<file path="src/rtl/bid_pkg.sv">
// Shared widths, constants and the divider stage word for the box IoU distance block.
// Used by bid_div_stage, box_iou_distance and the bench files; depends on nothing else.
package bid_pkg;

  localparam int COORD_BITS      = 12;
  localparam int FRAC_BITS       = 16;
  localparam int SUM_W           = COORD_BITS + 1;
  localparam int AREA_W          = 2 * COORD_BITS;
  localparam int UNI_W           = AREA_W + 1;
  localparam int DIST_W          = FRAC_BITS + 1;
  localparam int STEPS_PER_STAGE = 2;
  localparam int DIV_STAGES      = (FRAC_BITS + STEPS_PER_STAGE - 1) / STEPS_PER_STAGE;
  localparam int QUO_W           = DIV_STAGES * STEPS_PER_STAGE;
  localparam int FRONT_STAGES    = 4;
  localparam int NUM_STAGES      = FRONT_STAGES + DIV_STAGES + 1;
  localparam int IN_W            = 8 * COORD_BITS;
  localparam int IN_TDATA_W      = ((IN_W + 7) / 8) * 8;
  localparam int OUT_TDATA_W     = ((DIST_W + 7) / 8) * 8;

  localparam logic [DIST_W-1:0] ONE_Q = {1'b1, {FRAC_BITS{1'b0}}};

  typedef struct packed {
    logic [UNI_W-1:0] rem;
    logic [UNI_W-1:0] den;
    logic [QUO_W-1:0] quo;
    logic             sep;
    logic             zero;
    logic             full;
  } bid_div_t;

endpackage

</file>
<file path="src/rtl/bid_div_stage.sv">
// One registered stage of the restoring divider: two quotient bits per stage.
// Depends on bid_pkg for widths and the stage word.
module bid_div_stage (
  input  logic              clk_i,
  input  logic              en_i,
  input  bid_pkg::bid_div_t data_i,
  output bid_pkg::bid_div_t data_o
);
  import bid_pkg::*;

  bid_div_t data_d;
  bid_div_t data_q;

  always_comb begin
    logic [UNI_W:0]   r2;
    logic [UNI_W-1:0] r;
    logic [QUO_W-1:0] q;
    r = data_i.rem;
    q = data_i.quo;
    for (int s = 0; s < STEPS_PER_STAGE; s++) begin
      r2 = {r, 1'b0};
      if (r2 >= {1'b0, data_i.den}) begin
        r = UNI_W'(r2 - {1'b0, data_i.den});
        q = {q[QUO_W-2:0], 1'b1};
      end else begin
        r = r2[UNI_W-1:0];
        q = {q[QUO_W-2:0], 1'b0};
      end
    end
    data_d      = data_i;
    data_d.rem  = r;
    data_d.quo  = q;
  end

  always_ff @(posedge clk_i) begin
    if (en_i) begin
      data_q <= data_d;
    end
  end

  assign data_o = data_q;

endmodule

</file>
<file path="src/rtl/box_iou_distance.sv">
// Top level of the box IoU distance block: front stages, divider chain, output stage.
// Depends on bid_pkg and bid_div_stage.
//
// Takes one box pair per word and returns 1 - IoU in unsigned Q1.16 (65536 = 1.0), with a
// no-overlap flag on tuser. A new word is accepted every cycle while tready is high; each
// result passes through four front stages for edges, areas and intersection, eight divider
// stages at two quotient bits each, one output stage. Every stage holds while the stage after
// it is full and stalled, so back-pressure fills bubbles before it reaches the input.
module box_iou_distance (
  input  logic                             clk_i,
  input  logic                             rst_ni,
  input  logic                             s_axis_tvalid,
  output logic                             s_axis_tready,
  // a_left, a_top, a_width, a_height, b_left, b_top, b_width, b_height
  input  logic [bid_pkg::IN_TDATA_W-1:0]   s_axis_tdata,
  output logic                             m_axis_tvalid,
  input  logic                             m_axis_tready,
  // distance, zero pad
  output logic [bid_pkg::OUT_TDATA_W-1:0]  m_axis_tdata,
  // no_overlap
  output logic                             m_axis_tuser
);
  import bid_pkg::*;

  localparam int CW = COORD_BITS;

  logic [NUM_STAGES-1:0] vld_q;
  logic [NUM_STAGES-1:0] en;

  always_comb begin
    en[NUM_STAGES-1] = ~vld_q[NUM_STAGES-1] | m_axis_tready;
    for (int k = NUM_STAGES - 2; k >= 0; k--) begin
      en[k] = ~vld_q[k] | en[k+1];
    end
  end

  always_ff @(posedge clk_i or negedge rst_ni) begin
    if (!rst_ni) begin
      vld_q <= '0;
    end else begin
      if (en[0]) begin
        vld_q[0] <= s_axis_tvalid;
      end
      for (int k = 1; k < NUM_STAGES; k++) begin
        if (en[k]) begin
          vld_q[k] <= vld_q[k-1];
        end
      end
    end
  end

  assign s_axis_tready = en[0];

  // stage 1: unpack, right and bottom edges
  logic [CW-1:0]    ax_q, ay_q, aw_q, ah_q, bx_q, by_q, bw_q, bh_q;
  logic [SUM_W-1:0] ar_q, ab_q, br_q, bb_q;

  always_ff @(posedge clk_i) begin
    if (en[0]) begin
      ax_q <= s_axis_tdata[0*CW +: CW];
      ay_q <= s_axis_tdata[1*CW +: CW];
      aw_q <= s_axis_tdata[2*CW +: CW];
      ah_q <= s_axis_tdata[3*CW +: CW];
      bx_q <= s_axis_tdata[4*CW +: CW];
      by_q <= s_axis_tdata[5*CW +: CW];
      bw_q <= s_axis_tdata[6*CW +: CW];
      bh_q <= s_axis_tdata[7*CW +: CW];
      ar_q <= SUM_W'(s_axis_tdata[0*CW +: CW]) + SUM_W'(s_axis_tdata[2*CW +: CW]);
      ab_q <= SUM_W'(s_axis_tdata[1*CW +: CW]) + SUM_W'(s_axis_tdata[3*CW +: CW]);
      br_q <= SUM_W'(s_axis_tdata[4*CW +: CW]) + SUM_W'(s_axis_tdata[6*CW +: CW]);
      bb_q <= SUM_W'(s_axis_tdata[5*CW +: CW]) + SUM_W'(s_axis_tdata[7*CW +: CW]);
    end
  end

  // stage 2: separation test, overlap extents, box areas
  logic              sep2_q;
  logic [CW-1:0]     cols_q, rows_q;
  logic [AREA_W-1:0] area_a_q, area_b_q;
  logic [SUM_W-1:0]  rmin, bmin, lmax, tmax;

  always_comb begin
    rmin = (ar_q < br_q) ? ar_q : br_q;
    bmin = (ab_q < bb_q) ? ab_q : bb_q;
    lmax = (ax_q > bx_q) ? SUM_W'(ax_q) : SUM_W'(bx_q);
    tmax = (ay_q > by_q) ? SUM_W'(ay_q) : SUM_W'(by_q);
  end

  always_ff @(posedge clk_i) begin
    if (en[1]) begin
      sep2_q   <= (SUM_W'(ax_q) > br_q) | (SUM_W'(ay_q) > bb_q) |
                  (ar_q < SUM_W'(bx_q)) | (ab_q < SUM_W'(by_q));
      cols_q   <= CW'(rmin - lmax);
      rows_q   <= CW'(bmin - tmax);
      area_a_q <= AREA_W'(aw_q) * AREA_W'(ah_q);
      area_b_q <= AREA_W'(bw_q) * AREA_W'(bh_q);
    end
  end

  // stage 3: intersection area, sum of areas
  logic              sep3_q;
  logic [AREA_W-1:0] inter_q;
  logic [UNI_W-1:0]  asum_q;

  always_ff @(posedge clk_i) begin
    if (en[2]) begin
      sep3_q  <= sep2_q;
      inter_q <= AREA_W'(cols_q) * AREA_W'(rows_q);
      asum_q  <= UNI_W'(area_a_q) + UNI_W'(area_b_q);
    end
  end

  // stage 4: union and special cases, divider entry
  bid_div_t div_in_q;
  bid_div_t div_chain [DIV_STAGES+1];

  always_ff @(posedge clk_i) begin
    if (en[3]) begin
      div_in_q.rem  <= UNI_W'(inter_q);
      div_in_q.den  <= asum_q - UNI_W'(inter_q);
      div_in_q.quo  <= '0;
      div_in_q.sep  <= sep3_q;
      div_in_q.zero <= (asum_q == UNI_W'(inter_q));
      div_in_q.full <= (asum_q == {inter_q, 1'b0});
    end
  end

  assign div_chain[0] = div_in_q;

  for (genvar g = 0; g < DIV_STAGES; g++) begin : g_div
    bid_div_stage u_stage (
      .clk_i  (clk_i),
      .en_i   (en[FRONT_STAGES + g]),
      .data_i (div_chain[g]),
      .data_o (div_chain[g+1])
    );
  end

  // output stage
  logic [DIST_W-1:0] dist_d, dist_q;
  logic              flag_d, flag_q;
  bid_div_t          last;

  always_comb begin
    last = div_chain[DIV_STAGES];
    if (last.sep | last.zero) begin
      dist_d = ONE_Q;
      flag_d = 1'b1;
    end else if (last.full) begin
      dist_d = '0;
      flag_d = 1'b0;
    end else begin
      dist_d = ONE_Q - {1'b0, last.quo[QUO_W-1 -: FRAC_BITS]};
      flag_d = 1'b0;
    end
  end

  always_ff @(posedge clk_i) begin
    if (en[NUM_STAGES-1]) begin
      dist_q <= dist_d;
      flag_q <= flag_d;
    end
  end

  assign m_axis_tvalid = vld_q[NUM_STAGES-1];
  assign m_axis_tdata  = OUT_TDATA_W'(dist_q);
  assign m_axis_tuser  = flag_q;

endmodule

</file>
<file path="config.mk">
export PLATFORM = sky130hd
export DESIGN_NAME = box_iou_distance
export DESIGN_NICKNAME = d
export VERILOG_FILES = /design/src/rtl/bid_pkg.sv /design/src/rtl/bid_div_stage.sv /design/src/rtl/box_iou_distance.sv
export SDC_FILE = /design/constraint.sdc
export NUM_CORES = 2
export LEC_CHECK = 0
export ABC_CLOCK_PERIOD_IN_PS = 9100
export BUFFER_PORTS_ARGS = -buffer_cell sky130_fd_sc_hd__buf_2
export CAP_MARGIN = 20
export CORE_ASPECT_RATIO = 0.5
export CORE_MARGIN = 1.5
export CORE_UTILIZATION = 40
export DETAILED_ROUTE_END_ITERATION = 16
export PLACE_DENSITY_LB_ADDON = 0.08
export SYNTH_ARGS = -nofsm -noshare
export SYNTH_HDL_FRONTEND = slang
export SYNTH_SLANG_ARGS = --single-unit
</file>
<file path="constraint.sdc">
create_clock -name clk_i -period 9.1 [get_ports clk_i]
set_input_delay 0.91 -clock clk_i [delete_from_list [all_inputs] [get_ports clk_i]]
set_output_delay 0.91 -clock clk_i [all_outputs]
set_load 0.01 [all_outputs]
</file>
# Word-level counts from Yosys, hierarchy flattened
# Cells that the tools add are included.
# totals
reg_bits	800
latchBits	0
ram_bits	0
mem_bits_ro	0
in_bits	100
out_inout_bits	27
wordCells	215
n_memories	0
# op_classes
n_addsub	24
n_mul	3
div	0
magnitude_cmp	24
eq_ne	2
shift	0
n_mux	37
n_bitwise	30
reduce_logical	1
# ops
operator	count
>= comparator 26 x 25 -> 1 bit	15
two-way mux 25 bit	15
subtractor 25 bit	15
multiplier 12 x 12 -> 24 bit	3
adder 12 x 12 -> 13 bit	4
two-way mux 12 bit	4
greater-than comparator 12 x 13 -> 1 bit	2
< comparator 13 x 12 -> 1 bit	2
< comparator 13 bit	2
adder 24 x 24 -> 25 bit	1
equality test 25 x 24 -> 1 bit	1
equality test 25 bit	1
>= comparator 25 bit	1
subtractor 25 x 24 -> 25 bit	1
greater-than comparator 12 bit	2
subtractor 12 bit	2
two-way mux 1 bit	17
two-way mux 17 bit	1
bitwise OR 1 bit	17
subtractor 17 x 16 -> 17 bit (first input constant)	1
inverter 1 bit	13
OR reduction 2 bit	1

# Longest topological paths before layout
# logic_depth
depth_word	14
ltp_mapped	28
depth_no_buf	24

# Modules after synthesis
# A second synthesis with hierarchy kept.
# unflattened
hier_cells	7303
hier_area_um2	77068.9
# modules_own_cells
module	instances	cells_per_inst	area_each_um2	seq_area_each_um2
bid_div_stage	8	497	5411.4	2072.0
box_iou_distance	1	3327	33777.4	10565.1

# Worst setup path after synthesis
# OpenSTA, ideal clock, no wires.
# synth_timing
path_type	input to register
startpoint	in m_axis_tready
endpoint	reg ab_q[0], enable pin
setup_ns	1.267
arrival_time_ns	6.556
required_ns	7.833
slack_ns	1.276
stages	9
n_path_buf	0
path_cell_list	nor2b_1 > nand2_1 > nor2_1 > and2_1 > and3_1 > and2_1 > nand3_1 > nor2_1 > nand2_1
# synth_between
elab_chain_len	13
# synth_lines
item	line	rtl
from (decl)	box_iou_distance.sv:17	input logic m_axis_tready,
bitwise OR 1 bit	box_iou_distance.sv:31	en[NUM_STAGES-1] = ~vld_q[NUM_STAGES-1] | m_axis_tready;
bitwise OR 1 bit	box_iou_distance.sv:33	en[k] = ~vld_q[k] | en[k+1];
net en[11]	box_iou_distance.sv:28	logic [NUM_STAGES-1:0] en;
bitwise OR 1 bit (9 in series)	box_iou_distance.sv:33	
net en[2]	box_iou_distance.sv:28	
bitwise OR 1 bit (2 in series)	box_iou_distance.sv:33	
net s_axis_tready	box_iou_distance.sv:13	output logic s_axis_tready,
to (signal assigned)	box_iou_distance.sv:69	ab_q <= SUM_W'(s_axis_tdata[1*CW +: CW]) + SUM_W'(s_axis_tdata[3*CW +: CW]);
to (decl)	box_iou_distance.sv:56	logic [SUM_W-1:0] ar_q, ab_q, br_q, bb_q;
# The timed path passes the listed nets, and every way through them passes these cells.
# A chain may end at the register's enable or synchronous reset.

==> impl_results.md <==
* Critical path arrival at about 8 ns
* Post-synth top area cell: edfxtp_1
* Post-DR wirelength/cell at approximately 20 µm
* I/O Pins at about 130
* Ys Warns at 0
* Vias at slightly below 50000
* Fin crit share at 82.4%
* Gr ovfl total at 0
* Fmax at roughly 130 MHz
* Core Area at roughly 0.17 mm²
* Worst skew pair latency at around 0.7 ns
* Total CTS buffers at 84
* Post-Syn Area at approximately 0.069 mm²
* Post-CTS repair timing setup buffer count at 0
* Minimum clock period after layout at 7.50 ns
* Nets@finish at about 8100
* Worst-path fanout max at 29
* Initial Utilization at around two fifths
* Area Growth Syn to Fin at 8.65%
* IO buf count at 119
* DRT antenna net count at 0
* Global-route wire length before repair at 288000 µm
* GPL Wtd Cong at 0.950
* Vias per cell at 5.33
* EDFF count, synth at 787
* Unique cell type count in the Yosys netlist at 99
* Main synth FF type: edfxtp_1
* Sink Count at 800
* Site row count at between 100 and 150
* CTS max path bufs at 3
* Syn Area/Cell at between 10 and 15 µm²
* Sum of negative setup slack at 0 ns
* H-tree levels at 3
* Slew Viols, Final at 0
* Largest net degree at the start of global routing at 74
* Final Skew at 0.0717 ns
* Worst setup SP type: flip-flop
* Worst Hold Slack at between 0.1 and 0.15 ns
* Die Ht at 296 µm
* Remaining DRCs at 0
* Slew headroom at 29.8%
* Root buffer cell: clkbuf_16
* Die W at ~590 µm
* Worst r2r dst: g_div[6].u_stage.data_o[45]
* Largest cells by area after synthesis: edfxtp_1 (34%), ha_1 (14%), fa_1 (9.2%), inv_1 (4.5%), xnor2_1 (4.1%)
* Tot GR Track Use at between 20% and 30%
* R2R Setup Slk at between 1.5 and 2 ns
* WS Path Type: flip-flop to flip-flop
* Fraction of layout cells with a size suffix above 1 at around 8.6%
* CTS tree: yes
* Vias in the first global route at approximately 50000
* Ys async rst share at 1.63%
* Outcome: finished clean
* RSZ-0062 raised after global routing: no
* CTS Hold Buffers Added at 0
* Clock slew at reported path FFs at 0.07 ns
* CTS resizes at 0
* CP startpoint: g_div[5].u_stage.data_o[19]
* Starting DRC count in detailed routing at 3353
* Die area at about 0.17 mm²
* Max-cap violations at 0
* DPL Wire Length at roughly 150000 µm
* Top-area cell type share of the netlist area at 34.3%
* Initial antenna violation count at 8
* R2R depth at 21
* Register area share after synthesis at about a third
* CP endpoint kind: flip-flop
* First-pass iteration count of the detailed router at 5
* CP Data Required Time at approximately 9.5 ns
* R2R Path Start: g_div[5].u_stage.data_o[19]
* Final setup fails at 0
* Slew of the pin with the lowest slew margin at around 1.1 ns
* Cells after synthesis at ~6800
* Worst hold-check path type: input port to async pin
* FF+latch count, synth at 800
* Drt total wl at around 180000 µm
* Final Hold Viols at 0
worst max-delay path, cell delays in order, from the launching register on:
cell	delay [ns]
edfxtp_1	0.54
inv_1	0.19
fa_1	0.51
a211o_1	0.30
a2111o_1	0.41
a21oi_1	0.32
a211oi_1	0.21
a21oi_1	0.29
o21ai_2	0.09
buf_4	0.24
inv_1	0.72
o21ai_0	0.34
ha_1	0.42
and4_1	0.29
o21ai_0	0.22
o21ai_0	0.52
a21oi_1	0.23
o2111ai_1	0.64
inv_1	0.24
a31oi_1	0.25
xnor2_1	0.14
nor2_1	0.08
cells in the mapped netlist (57+ instances only):
cell,instances
a21o_1,261
a21oi_1,394
and2_1,200
clkbuf_1,115
edfxtp_1,787
fa_1,316
ha_1,790
inv_1,834
mux2_2,214
nand2_1,596
nand2b_1,70
nand3_1,94
nand4_1,73
nor2_1,358
nor2b_1,63
nor3_1,87
o21a_1,78
o21ai_0,306
o21bai_1,57
xnor2_1,325
xor2_1,161
sequential cells by signal, summed over array words and instances, names as in the netlist, 17 cells and up:
register and cells:
inter_q 24, area_b_q 24, asum_q 25, div_chain 52, dist_q 17, area_a_q 24
g_div.u_stage.data_o 446
metal layers:
layer	up-vias	routed length (µm)	track usage, %
met5	-	0	0
met4	0	4250	4.98
li1	24100	-	-
met2	939	84900	35.4
met3	219	7000	2.43
met1	24100	87900	29.0
how the worst max path moves through the flow:
| stage | to | cells after the start |
|---|---|---|
| finish | g_div[6].u_stage.data_o[45] | 21 |
| global route | g_div[6].u_stage.data_o[45] | 21 |
| detailed placement | g_div[6].u_stage.data_o[45] | 21 |
| floorplan | ab_q[0] | 9 |
| CTS | g_div[6].u_stage.data_o[45] | 21 |
| global placement | g_div[6].u_stage.data_o[45] | 21 |
cells by family (layout without fill, tap and decap cells):
group	after synthesis	in the layout	share of synthesized area (%)
XOR/XNOR	486	486	6.18
AND/OR/NAND/NOR	1708	1708	11.9
flip-flops	800	800	34.8
multiplexers	265	265	4.35
buffers and inverters	996	1142	5.63
other	1	10	0.00545
AO/OA/AOI/OAI	1445	1445	13.6
adder cells (fa/ha/maj)	1106	1106	23.6
final cells by class:
type	instances	area (µm²)
tap	2289	2860
timing repair buffer	150	848
multi-input combinational	5017	41100
antenna	3	7.51
fill	16300	95800
sequential	800	24000
clock buffer	99	2180
clock inverter	55	692
inverter	838	3150
cells in the final DEF, fill, tap and decap left out, types with 57 or more instances in the layout:
master / netlist / layout
clkbuf_16: 0 / 84
a21o_1: 261 / 261
nand2b_1: 70 / 70
inv_1: 834 / 829
xnor2_1: 325 / 325
mux2_2: 214 / 214
nand3_1: 94 / 92
o21a_1: 78 / 78
nor2b_1: 63 / 63
ha_1: 790 / 790
nor2_1: 358 / 356
edfxtp_1: 787 / 787
o21bai_1: 57 / 57
xor2_1: 161 / 161
a21oi_1: 394 / 394
fa_1: 316 / 316
nand4_1: 73 / 73
nand2_1: 596 / 593
buf_2: 15 / 119
nor3_1: 87 / 87
and2_1: 200 / 200
o21ai_0: 306 / 305
through the flow:
step | instance area [µm²] | utilization [%] | std cells | setup slack, ns
6_report | 74800 | 43.8 | 9251 | 1.60
5_1_grt | 74800 | 43.8 | 9249 | 1.07
4_1_cts | 74700 | 43.8 | 9247 | 1.78
3_5_place_dp | 71900 | 42.1 | 9093 | 1.80
3_3_place_gp | 71900 | 42.1 | 9093 | 1.82
2_1_floorplan | 68900 | - | 6813 | 1.28
Power is not shown: default switching activity piles up to over one toggle a cycle in this logic, so the estimate is an artifact.
